File: src/design/cesi_pkg.sv
// ----------------------------------------------------------------------------
// C escape sequence interpreter: shared definitions
// Character codes, parse modes and the queue entry that moves decoded
// results from the front stage to the back stage.
// ----------------------------------------------------------------------------
package cesi_pkg;

  localparam logic [7:0] CH_NUL    = 8'h00;
  localparam logic [7:0] CH_QUOTE  = 8'h22;
  localparam logic [7:0] CH_BSLASH = 8'h5C;
  localparam logic [7:0] CH_N      = 8'h6E;
  localparam logic [7:0] CH_T      = 8'h74;
  localparam logic [7:0] CH_LF     = 8'h0A;
  localparam logic [7:0] CH_TAB    = 8'h09;
  localparam logic [7:0] CH_ZERO   = 8'h30;
  localparam logic [7:0] CH_NINE   = 8'h39;

  localparam logic [1:0] MODE_NORMAL = 2'd0;
  localparam logic [1:0] MODE_QUOTE  = 2'd1;
  localparam logic [1:0] MODE_ESCAPE = 2'd2;
  localparam logic [1:0] MODE_DIGITS = 2'd3;

  // Digits taken before the one that completes a run.
  localparam logic [1:0] RUN_LAST = 2'd2;

  localparam int QUEUE_DEPTH = 4;
  localparam int QPTR_W      = $clog2(QUEUE_DEPTH);

  // Results caused by one input byte: one or two bytes.
  typedef struct packed {
    logic       two;
    logic [7:0] first;
    logic [7:0] second;
  } entry_t;

  typedef struct packed {
    logic full;
    logic empty;
  } qstat_t;

endpackage

File: src/design/cesi_front.sv
// ----------------------------------------------------------------------------
// C escape sequence interpreter: front stage
// Accepts one string byte per cycle unless the queue is full, tracks the parse
// mode and digit run, and pushes any decoded results of a byte as one entry.
// ----------------------------------------------------------------------------
module cesi_front (
  input  logic                 clk,
  input  logic                 rst,
  input  logic                 in_valid,
  output logic                 in_ready,
  input  logic [7:0]           in_byte,
  input  cesi_pkg::qstat_t     qstat,
  output logic                 push,
  output cesi_pkg::entry_t     push_entry
);

  logic [1:0] mode, mode_next;
  logic [7:0] digit_value, digit_value_next;
  logic [1:0] digit_count, digit_count_next;

  logic       accept;
  logic       is_digit;
  logic [7:0] digit;
  logic [7:0] acc;
  logic [1:0] cnt;
  logic [7:0] r0, r1;

  assign in_ready = !qstat.full;
  assign accept   = in_valid && in_ready;
  assign is_digit = (in_byte >= cesi_pkg::CH_ZERO) && (in_byte <= cesi_pkg::CH_NINE);
  assign digit    = in_byte - cesi_pkg::CH_ZERO;
  assign acc      = {digit_value[4:0], 3'b000} + digit;

  always_comb begin
    cnt              = 2'd0;
    r0               = in_byte;
    r1               = in_byte;
    mode_next        = mode;
    digit_value_next = digit_value;
    digit_count_next = digit_count;
    unique case (mode)
      cesi_pkg::MODE_NORMAL: begin
        if (in_byte == cesi_pkg::CH_NUL) begin
          cnt = 2'd1;
        end else if (in_byte == cesi_pkg::CH_QUOTE) begin
          cnt       = 2'd1;
          mode_next = cesi_pkg::MODE_QUOTE;
        end else if (in_byte == cesi_pkg::CH_BSLASH) begin
          mode_next = cesi_pkg::MODE_ESCAPE;
        end else begin
          cnt = 2'd1;
        end
      end
      cesi_pkg::MODE_QUOTE: begin
        cnt = 2'd1;
        if (in_byte == cesi_pkg::CH_NUL || in_byte == cesi_pkg::CH_QUOTE) begin
          mode_next = cesi_pkg::MODE_NORMAL;
        end
      end
      cesi_pkg::MODE_ESCAPE: begin
        mode_next = cesi_pkg::MODE_NORMAL;
        if (in_byte == cesi_pkg::CH_BSLASH) begin
          cnt = 2'd1;
        end else if (in_byte == cesi_pkg::CH_N) begin
          cnt = 2'd1;
          r0  = cesi_pkg::CH_LF;
        end else if (in_byte == cesi_pkg::CH_T) begin
          cnt = 2'd1;
          r0  = cesi_pkg::CH_TAB;
        end else if (is_digit) begin
          digit_value_next = digit;
          digit_count_next = 2'd1;
          mode_next        = cesi_pkg::MODE_DIGITS;
        end else begin
          // Unknown escape (terminator included): backslash, then the byte
          // as in normal mode, where a quote opens a quoted span.
          cnt = 2'd2;
          r0  = cesi_pkg::CH_BSLASH;
          if (in_byte == cesi_pkg::CH_QUOTE) begin
            mode_next = cesi_pkg::MODE_QUOTE;
          end
        end
      end
      cesi_pkg::MODE_DIGITS: begin
        if (is_digit) begin
          if (digit_count == cesi_pkg::RUN_LAST) begin
            cnt              = 2'd1;
            r0               = acc;
            digit_value_next = 8'd0;
            digit_count_next = 2'd0;
            mode_next        = cesi_pkg::MODE_NORMAL;
          end else begin
            digit_value_next = acc;
            digit_count_next = digit_count + 2'd1;
          end
        end else begin
          // Run cut short: the value goes out first, then the byte is
          // handled as in normal mode.
          r0               = digit_value;
          digit_value_next = 8'd0;
          digit_count_next = 2'd0;
          mode_next        = cesi_pkg::MODE_NORMAL;
          if (in_byte == cesi_pkg::CH_BSLASH) begin
            cnt       = 2'd1;
            mode_next = cesi_pkg::MODE_ESCAPE;
          end else begin
            cnt = 2'd2;
            if (in_byte == cesi_pkg::CH_QUOTE) begin
              mode_next = cesi_pkg::MODE_QUOTE;
            end
          end
        end
      end
      default: begin
        mode_next = cesi_pkg::MODE_NORMAL;
      end
    endcase
    // The terminator always returns the machine to its reset state.
    if (in_byte == cesi_pkg::CH_NUL) begin
      mode_next        = cesi_pkg::MODE_NORMAL;
      digit_value_next = 8'd0;
      digit_count_next = 2'd0;
    end
  end

  assign push              = accept && (cnt != 2'd0);
  assign push_entry.two    = (cnt == 2'd2);
  assign push_entry.first  = r0;
  assign push_entry.second = r1;

  always_ff @(posedge clk) begin
    if (rst) begin
      mode        <= cesi_pkg::MODE_NORMAL;
      digit_value <= 8'd0;
      digit_count <= 2'd0;
    end else if (accept) begin
      mode        <= mode_next;
      digit_value <= digit_value_next;
      digit_count <= digit_count_next;
    end
  end

endmodule

File: src/design/cesi_queue.sv
// ----------------------------------------------------------------------------
// C escape sequence interpreter: entry queue
// A short first-in first-out queue of result entries between the front
// and back stages.
// ----------------------------------------------------------------------------
module cesi_queue (
  input  logic                 clk,
  input  logic                 rst,
  input  logic                 push,
  input  cesi_pkg::entry_t     push_entry,
  input  logic                 pop,
  output cesi_pkg::entry_t     head,
  output cesi_pkg::qstat_t     qstat
);

  cesi_pkg::entry_t mem [cesi_pkg::QUEUE_DEPTH];

  logic [cesi_pkg::QPTR_W-1:0] wr_ptr;
  logic [cesi_pkg::QPTR_W-1:0] rd_ptr;
  logic [cesi_pkg::QPTR_W:0]   fill;

  assign head        = mem[rd_ptr];
  assign qstat.full  = (fill == (cesi_pkg::QPTR_W + 1)'(cesi_pkg::QUEUE_DEPTH));
  assign qstat.empty = (fill == '0);

  always_ff @(posedge clk) begin
    if (push) begin
      mem[wr_ptr] <= push_entry;
    end
  end

  always_ff @(posedge clk) begin
    if (rst) begin
      wr_ptr <= '0;
      rd_ptr <= '0;
      fill   <= '0;
    end else begin
      if (push) begin
        wr_ptr <= wr_ptr + 1'b1;
      end
      if (pop) begin
        rd_ptr <= rd_ptr + 1'b1;
      end
      if (push && !pop) begin
        fill <= fill + 1'b1;
      end else if (pop && !push) begin
        fill <= fill - 1'b1;
      end
    end
  end

endmodule

File: src/design/cesi_back.sv
// ----------------------------------------------------------------------------
// C escape sequence interpreter: back stage
// Takes entries from the queue and sends their results out one per cycle
// through an output register while out_ready is high.
// ----------------------------------------------------------------------------
module cesi_back (
  input  logic                 clk,
  input  logic                 rst,
  input  cesi_pkg::entry_t     head,
  input  cesi_pkg::qstat_t     qstat,
  output logic                 pop,
  output logic                 out_valid,
  input  logic                 out_ready,
  output logic [7:0]           out_byte,
  output logic                 end_of_string,
  output logic                 last_in_run
);

  logic       on_second;
  logic       load;
  logic       split;
  logic [7:0] pick;

  assign load  = !out_valid || out_ready;
  // A two-result entry stays at the head until its second byte is loaded.
  assign split = head.two && !on_second;
  assign pop   = load && !qstat.empty && !split;
  assign pick  = on_second ? head.second : head.first;

  always_ff @(posedge clk) begin
    if (load && !qstat.empty) begin
      out_byte      <= pick;
      end_of_string <= (pick == cesi_pkg::CH_NUL);
      last_in_run   <= !split;
    end
  end

  always_ff @(posedge clk) begin
    if (rst) begin
      out_valid <= 1'b0;
      on_second <= 1'b0;
    end else if (load) begin
      out_valid <= !qstat.empty;
      if (!qstat.empty) begin
        on_second <= split;
      end
    end
  end

endmodule

File: src/design/c_escape_sequence_interpreter_unit.sv
// ----------------------------------------------------------------------------
// C escape sequence interpreter
// Decodes C string escapes from a byte stream into a decoded byte stream.
// ----------------------------------------------------------------------------
// The block takes one string byte per clock cycle and produces zero, one or
// two decoded bytes for it; last_in_run marks the final byte caused by an
// input and end_of_string marks a zero byte. Results leave at one per cycle
// from the output register while out_ready is high, so a byte that decodes
// to two results leaves as two output bytes. A four-entry queue sits between
// the parsing stage and the output stage; input is held off only when that
// queue is full. A result is held in the queue, then in the output register.
module c_escape_sequence_interpreter_unit (
  input  logic       clk,
  input  logic       rst,
  input  logic       in_valid,
  output logic       in_ready,
  input  logic [7:0] in_byte,
  output logic       out_valid,
  input  logic       out_ready,
  output logic [7:0] out_byte,
  output logic       end_of_string,
  output logic       last_in_run
);

  cesi_pkg::qstat_t qstat;
  cesi_pkg::entry_t push_entry;
  cesi_pkg::entry_t head;
  logic             push;
  logic             pop;

  cesi_front u_front (
    .clk        (clk),
    .rst        (rst),
    .in_valid   (in_valid),
    .in_ready   (in_ready),
    .in_byte    (in_byte),
    .qstat      (qstat),
    .push       (push),
    .push_entry (push_entry)
  );

  cesi_queue u_queue (
    .clk        (clk),
    .rst        (rst),
    .push       (push),
    .push_entry (push_entry),
    .pop        (pop),
    .head       (head),
    .qstat      (qstat)
  );

  cesi_back u_back (
    .clk           (clk),
    .rst           (rst),
    .head          (head),
    .qstat         (qstat),
    .pop           (pop),
    .out_valid     (out_valid),
    .out_ready     (out_ready),
    .out_byte      (out_byte),
    .end_of_string (end_of_string),
    .last_in_run   (last_in_run)
  );

  a_no_push_when_full: assert property (@(posedge clk) disable iff (rst)
    !(push && qstat.full))
    else $error("request pushed into a full queue");

  a_no_pop_when_empty: assert property (@(posedge clk) disable iff (rst)
    !(pop && qstat.empty))
    else $error("queue popped while empty");

  a_second_follows: assert property (@(posedge clk) disable iff (rst)
    (out_valid && out_ready && !last_in_run) |=> (out_valid && last_in_run))
    else $error("second result of a request did not follow directly");

  a_eos_matches_byte: assert property (@(posedge clk) disable iff (rst)
    out_valid |-> (end_of_string == (out_byte == cesi_pkg::CH_NUL)))
    else $error("end_of_string disagrees with the output byte");

endmodule
File: config.mk
export PLATFORM = sky130hd
export DESIGN_NAME = c_escape_sequence_interpreter_unit
export DESIGN_NICKNAME = d
export VERILOG_FILES = /design/src/design/cesi_pkg.sv /design/src/design/cesi_front.sv /design/src/design/cesi_queue.sv /design/src/design/cesi_back.sv /design/src/design/c_escape_sequence_interpreter_unit.sv
export SDC_FILE = /design/constraint.sdc
export NUM_CORES = 1
export LEC_CHECK = 0
export BUFFER_PORTS_ARGS = -buffer_cell sky130_fd_sc_hd__clkbuf_2
export CAP_MARGIN = 30
export CORE_ASPECT_RATIO = 1.5
export CORE_MARGIN = 2
export CORE_UTILIZATION = 40
export DETAILED_ROUTE_END_ITERATION = 8
export GPL_ROUTABILITY_DRIVEN = 0
export SLEW_MARGIN = 20
export SYNTH_ARGS = -nofsm -noshare
export SYNTH_HDL_FRONTEND = slang
export SYNTH_SLANG_ARGS = --single-unit
File: constraint.sdc
create_clock -name clk -period 4.8 [get_ports clk]
set_clock_uncertainty 0.15 [all_clocks]
set_input_delay 0.96 -clock clk [delete_from_list [all_inputs] [get_ports clk]]
set_output_delay 0.96 -clock clk [all_outputs]
set_load 0.02 [all_outputs]
Yosys cells after proc, flatten, opt, wreduce, memory -nomap -nowiden:

Memory sizes are Yosys's and may differ from the RTL's. A register that Yosys moved wholly into a read port is not among the register bits.
Index checks and enable logic that the tools add are counted.

* add/sub/neg operators: 7
* $mul: 0
* div/mod/pow operators: 0
* magnitude comparators: 2
* eq/ne operators: 17
* shifts and indexed selects: 0
* mux-type cells: 54
* bitwise logic cells: 1
* reductions and logical operators: 27

Operators with widths (number)
* two-way mux 8 bit: 14
* two-way mux 2 bit: 28
* one-hot mux 8 bit (2 select lines): 2
* equality test 8 x 7 -> 1 bit, second input constant: 3
* logical NOT 8 bit: 2
* one-hot mux 2 bit (4 select lines): 2
* adder 8 bit: 1
* equality test 2 bit, second input constant: 4
* equality test 8 x 6 -> 1 bit, second input constant: 1
* >= comparator 8 x 6 -> 1 bit, second input constant: 1
* <= comparator 8 x 6 -> 1 bit, second input constant: 1
* logical AND 1 bit: 8
* subtractor 8 x 6 -> 8 bit, second input constant: 1
* logical NOT 1 bit: 7
* adder 2 x 1 -> 2 bit, second input constant: 3
* two-way mux 3 bit: 2
* != test 3 x 1 -> 1 bit, second input constant: 2
* != test 3 x 2 -> 1 bit, second input constant: 2
* AND reduction 6 bit: 1
* two-way mux 1 bit: 5
* != test 4 x 1 -> 1 bit, second input constant: 1
* != test 4 bit, second input constant: 1
* one-hot mux 2 bit (2 select lines): 1
* AND reduction 4 bit: 1
* 12 further kinds: 14

* bits in registers: 31
* bits in latches: 0
* memory bits (writable): 68
* bits in read-only memories: 0
* input port bits: 12
* output and inout bits: 12
* word-level logic and storage cells: 120
* memories kept: 1

Memories
* u_queue.mem: depth 4, width 17, read ports 1, clocked after Yosys merged registers in 1, wr ports 1, RTL line cesi_queue.sv:16 `cesi_pkg::entry_t mem [cesi_pkg::QUEUE_DEPTH];`

Longest topological paths before layout:

* word-level depth: 13
* depth in mapped cells: 12

Modules after synthesis:

Synthesis repeated with hierarchy kept, for this count alone.

* cells, all modules: 366
* area, all modules: 4894.7 µm²

By module, submodules not included
* cesi_queue: times used 1, cells an instance 133, area an instance 2921.6 µm², sequential area each 2222.1 µm²
* cesi_front: times used 1, cells an instance 195, area an instance 1422.6 µm², sequential area each 240.2 µm²
* cesi_back: times used 1, cells an instance 38, area an instance 550.5 µm², sequential area each 340.3 µm²

Least setup slack after synthesis:

No wires, ideal clock.

* kind: input port to flip-flop
* start: input port in_byte[4]
* end: register u_queue.fill[2] (netlist name)
* arrival: 3489 ps
* data required time: 4580 ps
* setup slack: 1091 ps
* cell stages on the path: 11
* buffers on the path: 0
* cell sequence: ha_1 > or3b_1 > nor3_1 > o32ai_1 > a21oi_1 > ha_1 > inv_1 > fa_1 > xor2_1 > or3_1 > a21oi_1

* longest elaborated chain between the ends: 12

Ends and longest elaborated chain
* start, declared: RTL line c_escape_sequence_interpreter_unit.sv:17 `input logic [7:0] in_byte,`
* >= comparator 8 x 6 -> 1 bit / <= comparator 8 x 6 -> 1 bit (equally long branches): RTL line cesi_front.sv:30 `assign is_digit = (in_byte >= cesi_pkg::CH_ZERO) && (in_byte <= cesi_pkg::CH_NINE);`
* logical AND 1 bit: RTL line cesi_front.sv:30
* two-way mux 2 bit: RTL line cesi_front.sv:70 `end else if (is_digit) begin`
* two-way mux 2 bit: RTL line cesi_front.sv:67 `end else if (in_byte == cesi_pkg::CH_T) begin`
* two-way mux 2 bit: RTL line cesi_front.sv:64 `end else if (in_byte == cesi_pkg::CH_N) begin`
* two-way mux 2 bit: RTL line cesi_front.sv:62 `if (in_byte == cesi_pkg::CH_BSLASH) begin`
* one-hot mux 2 bit (4 select lines) (*): RTL line cesi_front.sv:41 `unique case (mode)`
* nonzero test 2 bit (*): RTL line cesi_front.sv:126 `assign push = accept && (cnt != 2'd0);`
* logical AND 1 bit (*): RTL line cesi_front.sv:126
* named net push: RTL line c_escape_sequence_interpreter_unit.sv:28 `logic push;`
* logical NOT 1 bit: RTL line cesi_queue.sv:46 `end else if (pop && !push) begin`
* logical AND 1 bit: RTL line cesi_queue.sv:46
* nonzero test 2 bit (no source line)
* end signal, assigned: RTL line cesi_queue.sv:45 `fill <= fill + 1'b1;`
* end signal, assigned: RTL line cesi_queue.sv:47 `fill <= fill - 1'b1;`
* end, declared: RTL line cesi_queue.sv:20 `logic [cesi_pkg::QPTR_W:0] fill;`

Mark *: on every way through the listed nets, which the timed path passes. The rest lies on a longest branch.
A chain may end at the register's enable or synchronous reset.

Worst setup path in the final report:

Same ends and word-level chain as after synthesis.

==> out/metrics.csv <==
metric,value,unit
status,finished clean,
post-route total power,2.42,mW
Mapped Nets,387,
Pwr per Cell Area,458,mW/mm^2
max incr delay on CP,0.43,ns
Pleak,1.76,nW
Seq cells post-synth,101,
# setup viols final,0,
Final min period,4.11,ns
Overflow after GRT,0,
Comb pwr share,25.2,%
arrival time worst endpoint,4.22,ns
post-route ant nets,0,
chip height,138,microns
Slew @ Worst Pin,0.877,ns
Pint,1.73,mW
Die ar.,0.0128,sq mm
Startpoint Class,input pin,
layout cells sized above 1,19.6,%
Total Routing Usage GR,16.3,%
Post-synth top cells,"edfxtp_1 (78), nand2_1 (28), nor2_1 (24)",
num ports,24,
Flop pwr share,48.1,%
Setup TNS,0,ns
CP Buf/Inv Count,2,
Final #Nets,410,
"wirelength, routed",9.66,mm
fill count,1049,
CP required,4.91,ns
MaxCap Viol Count,0,
first-pass GRT wire length,15.6,mm
DRC violations left,0,
drt pass-1 iters,5,
largest net degree at the start of global routing,27,
setup bufs post-CTS,0,
Syn Inst Count,360,
unrepaired setup endpoints after global routing,false,
CTS Hold Bufs,0,
Peak VDD IR,0.000184,V
final hold violation count,0,
Hold WS,0.316,ns
Cell Rows,48,
Worst Hold Class,reg -> reg,
post-synthesis cell area,0.00476,sq mm
Starting Density,41.1,%
Max Freq,0.244,GHz
"EDFF count, synth",78,
synth unique cells,58,
Ys Warns,0,
H-Tree Depth,3,
"Clk Latency, worst-skew pair",0.34,ns
Tcrit/Tclk final,85.5,%
core area,0.0116,sq mm
antenna cells,0,
CTS Buf Count,9,
vias,2985,
synth top area cells,"edfxtp_1 (49%), dfxtp_1 (9.7%), mux4_2 (8.0%)",
Sw Pwr,693,uW
DRT iter0 DRCs,143,
CP Cell Sequence,clkbuf_2 > ha_1 > or3b_1 > nor3_1 > o32ai_1 > a21oi_1 > ha_1 > inv_1 > fa_1 > xor2_1 > or3_1 > a21oi_1,
critical-path maximum fanout,11,
Worst-path clk slew,0.06,ns
Die W,93.1,microns
Sw Share,28.6,%
Layout area overhead,10.9,%
CTS-repair resized insts,0,
CTS max path bufs,2,
Clk pwr share,26.8,%
Crit. End Element,register,
worst rel slew slack,41.0,%
Worst path slowest cell,nor3_1,
synthesized area per cell,13.2,sq um
I/O Buffers,23,
async set-reset flop share out of synthesis,0,%
top-count cell post-synth,edfxtp_1,
vias per std cell,5.55,
WS Path Type,in -> reg,
Sink Count,101,
Synth top area share,49.2,%
HPWL Detailed,6.79,mm
root buffer cell,clkbuf_16,
vias in the first global route,3079,
sequential fraction of the synthesis area,58.9,%
Crit path max-delay family,simple AND/OR/NAND/NOR gates,
"area leader, netlist",edfxtp_1,
top_reg_cell synth,edfxtp_1,
max-slew violation count,0,
routed len/inst,17.9,microns
CTS tree,done,
antenna violations before repair,0,
per-stage QoR:
step / std cells / setup slack, ns / utilization (%) / instance area, sq um
2_1_floorplan: 360 / 1.09 / - / 4760
3_3_place_gp: 522 / 0.490 / 43.3 / 5020
3_5_place_dp: 522 / 0.351 / 43.3 / 5020
4_1_cts: 538 / 0.716 / 45.6 / 5280
5_1_grt: 538 / 0.526 / 45.6 / 5280
6_report: 538 / 0.694 / 45.6 / 5280
area by class of cell:
class / instances / area, sq um / share of cell area (%)
sequential: 101 / 2800 / 53.1
multi-input combinational: 230 / 1820 / 34.5
clock buffer: 12 / 236 / 4.48
tap: 150 / 188 / 3.55
timing repair buffer: 30 / 168 / 3.18
inverter: 11 / 41.3 / 0.782
clock inverter: 4 / 23.8 / 0.450
registers in the layout, summed over array words and instances (netlist names), named ones only:
register              count
u_back.end_of_string      1
u_back.last_in_run        1
u_back.on_second          1
u_back.out_byte           8
u_back.out_valid          1
u_front.digit_count       2
u_front.digit_value       8
u_front.mode              2
u_queue.fill              3
u_queue.mem              68
u_queue.rd_ptr            2
u_queue.wr_ptr            2
placed cells by master, fill, tap and decap left out, drive strengths merged, types with 9 or more instances in the layout:
cell     n
edfxtp  78
clkbuf  35
nand2   28
nor2    24
a21oi   23
dfxtp   23
mux4    17
ha      13
inv     12
nor3    10
nand3   10
o21ai   10
mux2     9
worst register-to-register path, stage by stage, from the launching register on:
cell,delay (ns)
dfxtp_1,0.69
nand2_1,0.55
o32ai_1,0.52
a21oi_1,0.24
ha_1,0.28
inv_1,0.07
fa_1,0.17
xor2_1,0.07
or3_1,0.30
a21oi_1,0.14
metal layers:
layer | GRT usage, % | wire, microns | up-vias
met5 | 0 | 0 | -
met4 | 8.25 | 267 | 0
met3 | 2.84 | 266 | 19
met2 | 29.1 | 5150 | 63
met1 | 18.8 | 3980 | 1475
li1 | - | - | 1428
power by group through the flow:
stage	Sequential [mW]	Clock (mW)	Combinational, mW
finish	1.16	0.648	0.609
global route	1.18	0.697	0.675
CTS	1.17	0.669	0.622
global placement	1.18	0	0.613
detailed placement	1.19	0	0.620
floorplan	1.22	0	0.416
kinds of logic after synthesis:
group                      count (synthesis)  synth area share [%]
xor gates and xnor gates                  10                  2.13
muxes                                     28                  10.6
buffers and inverters                     29                  2.92
DFF                                      101                  58.9
and+or+nand+nor                          110                  11.7
adders and majority gates                 15                  4.26
AOI/OAI and AO/OA                         67                  9.54
path summary, 6_finish.rpt:
path	from	end	slack, ns	cells past startpoint
min reg2reg	u_back.out_valid$_SDFFE_PP0N_	u_back.out_valid$_SDFFE_PP0N_	0.32	2
max reg2reg	u_front.mode[0]$_SDFFE_PP0P_	u_queue.fill[2]$_SDFFE_PP0P_	1.54	9
max	in_byte[4]	u_queue.fill[2]$_SDFFE_PP0P_	0.69	12
min	u_back.out_valid$_SDFFE_PP0N_	u_back.out_valid$_SDFFE_PP0N_	0.32	2
No activity file was read; power rests on OpenSTA's default activity.
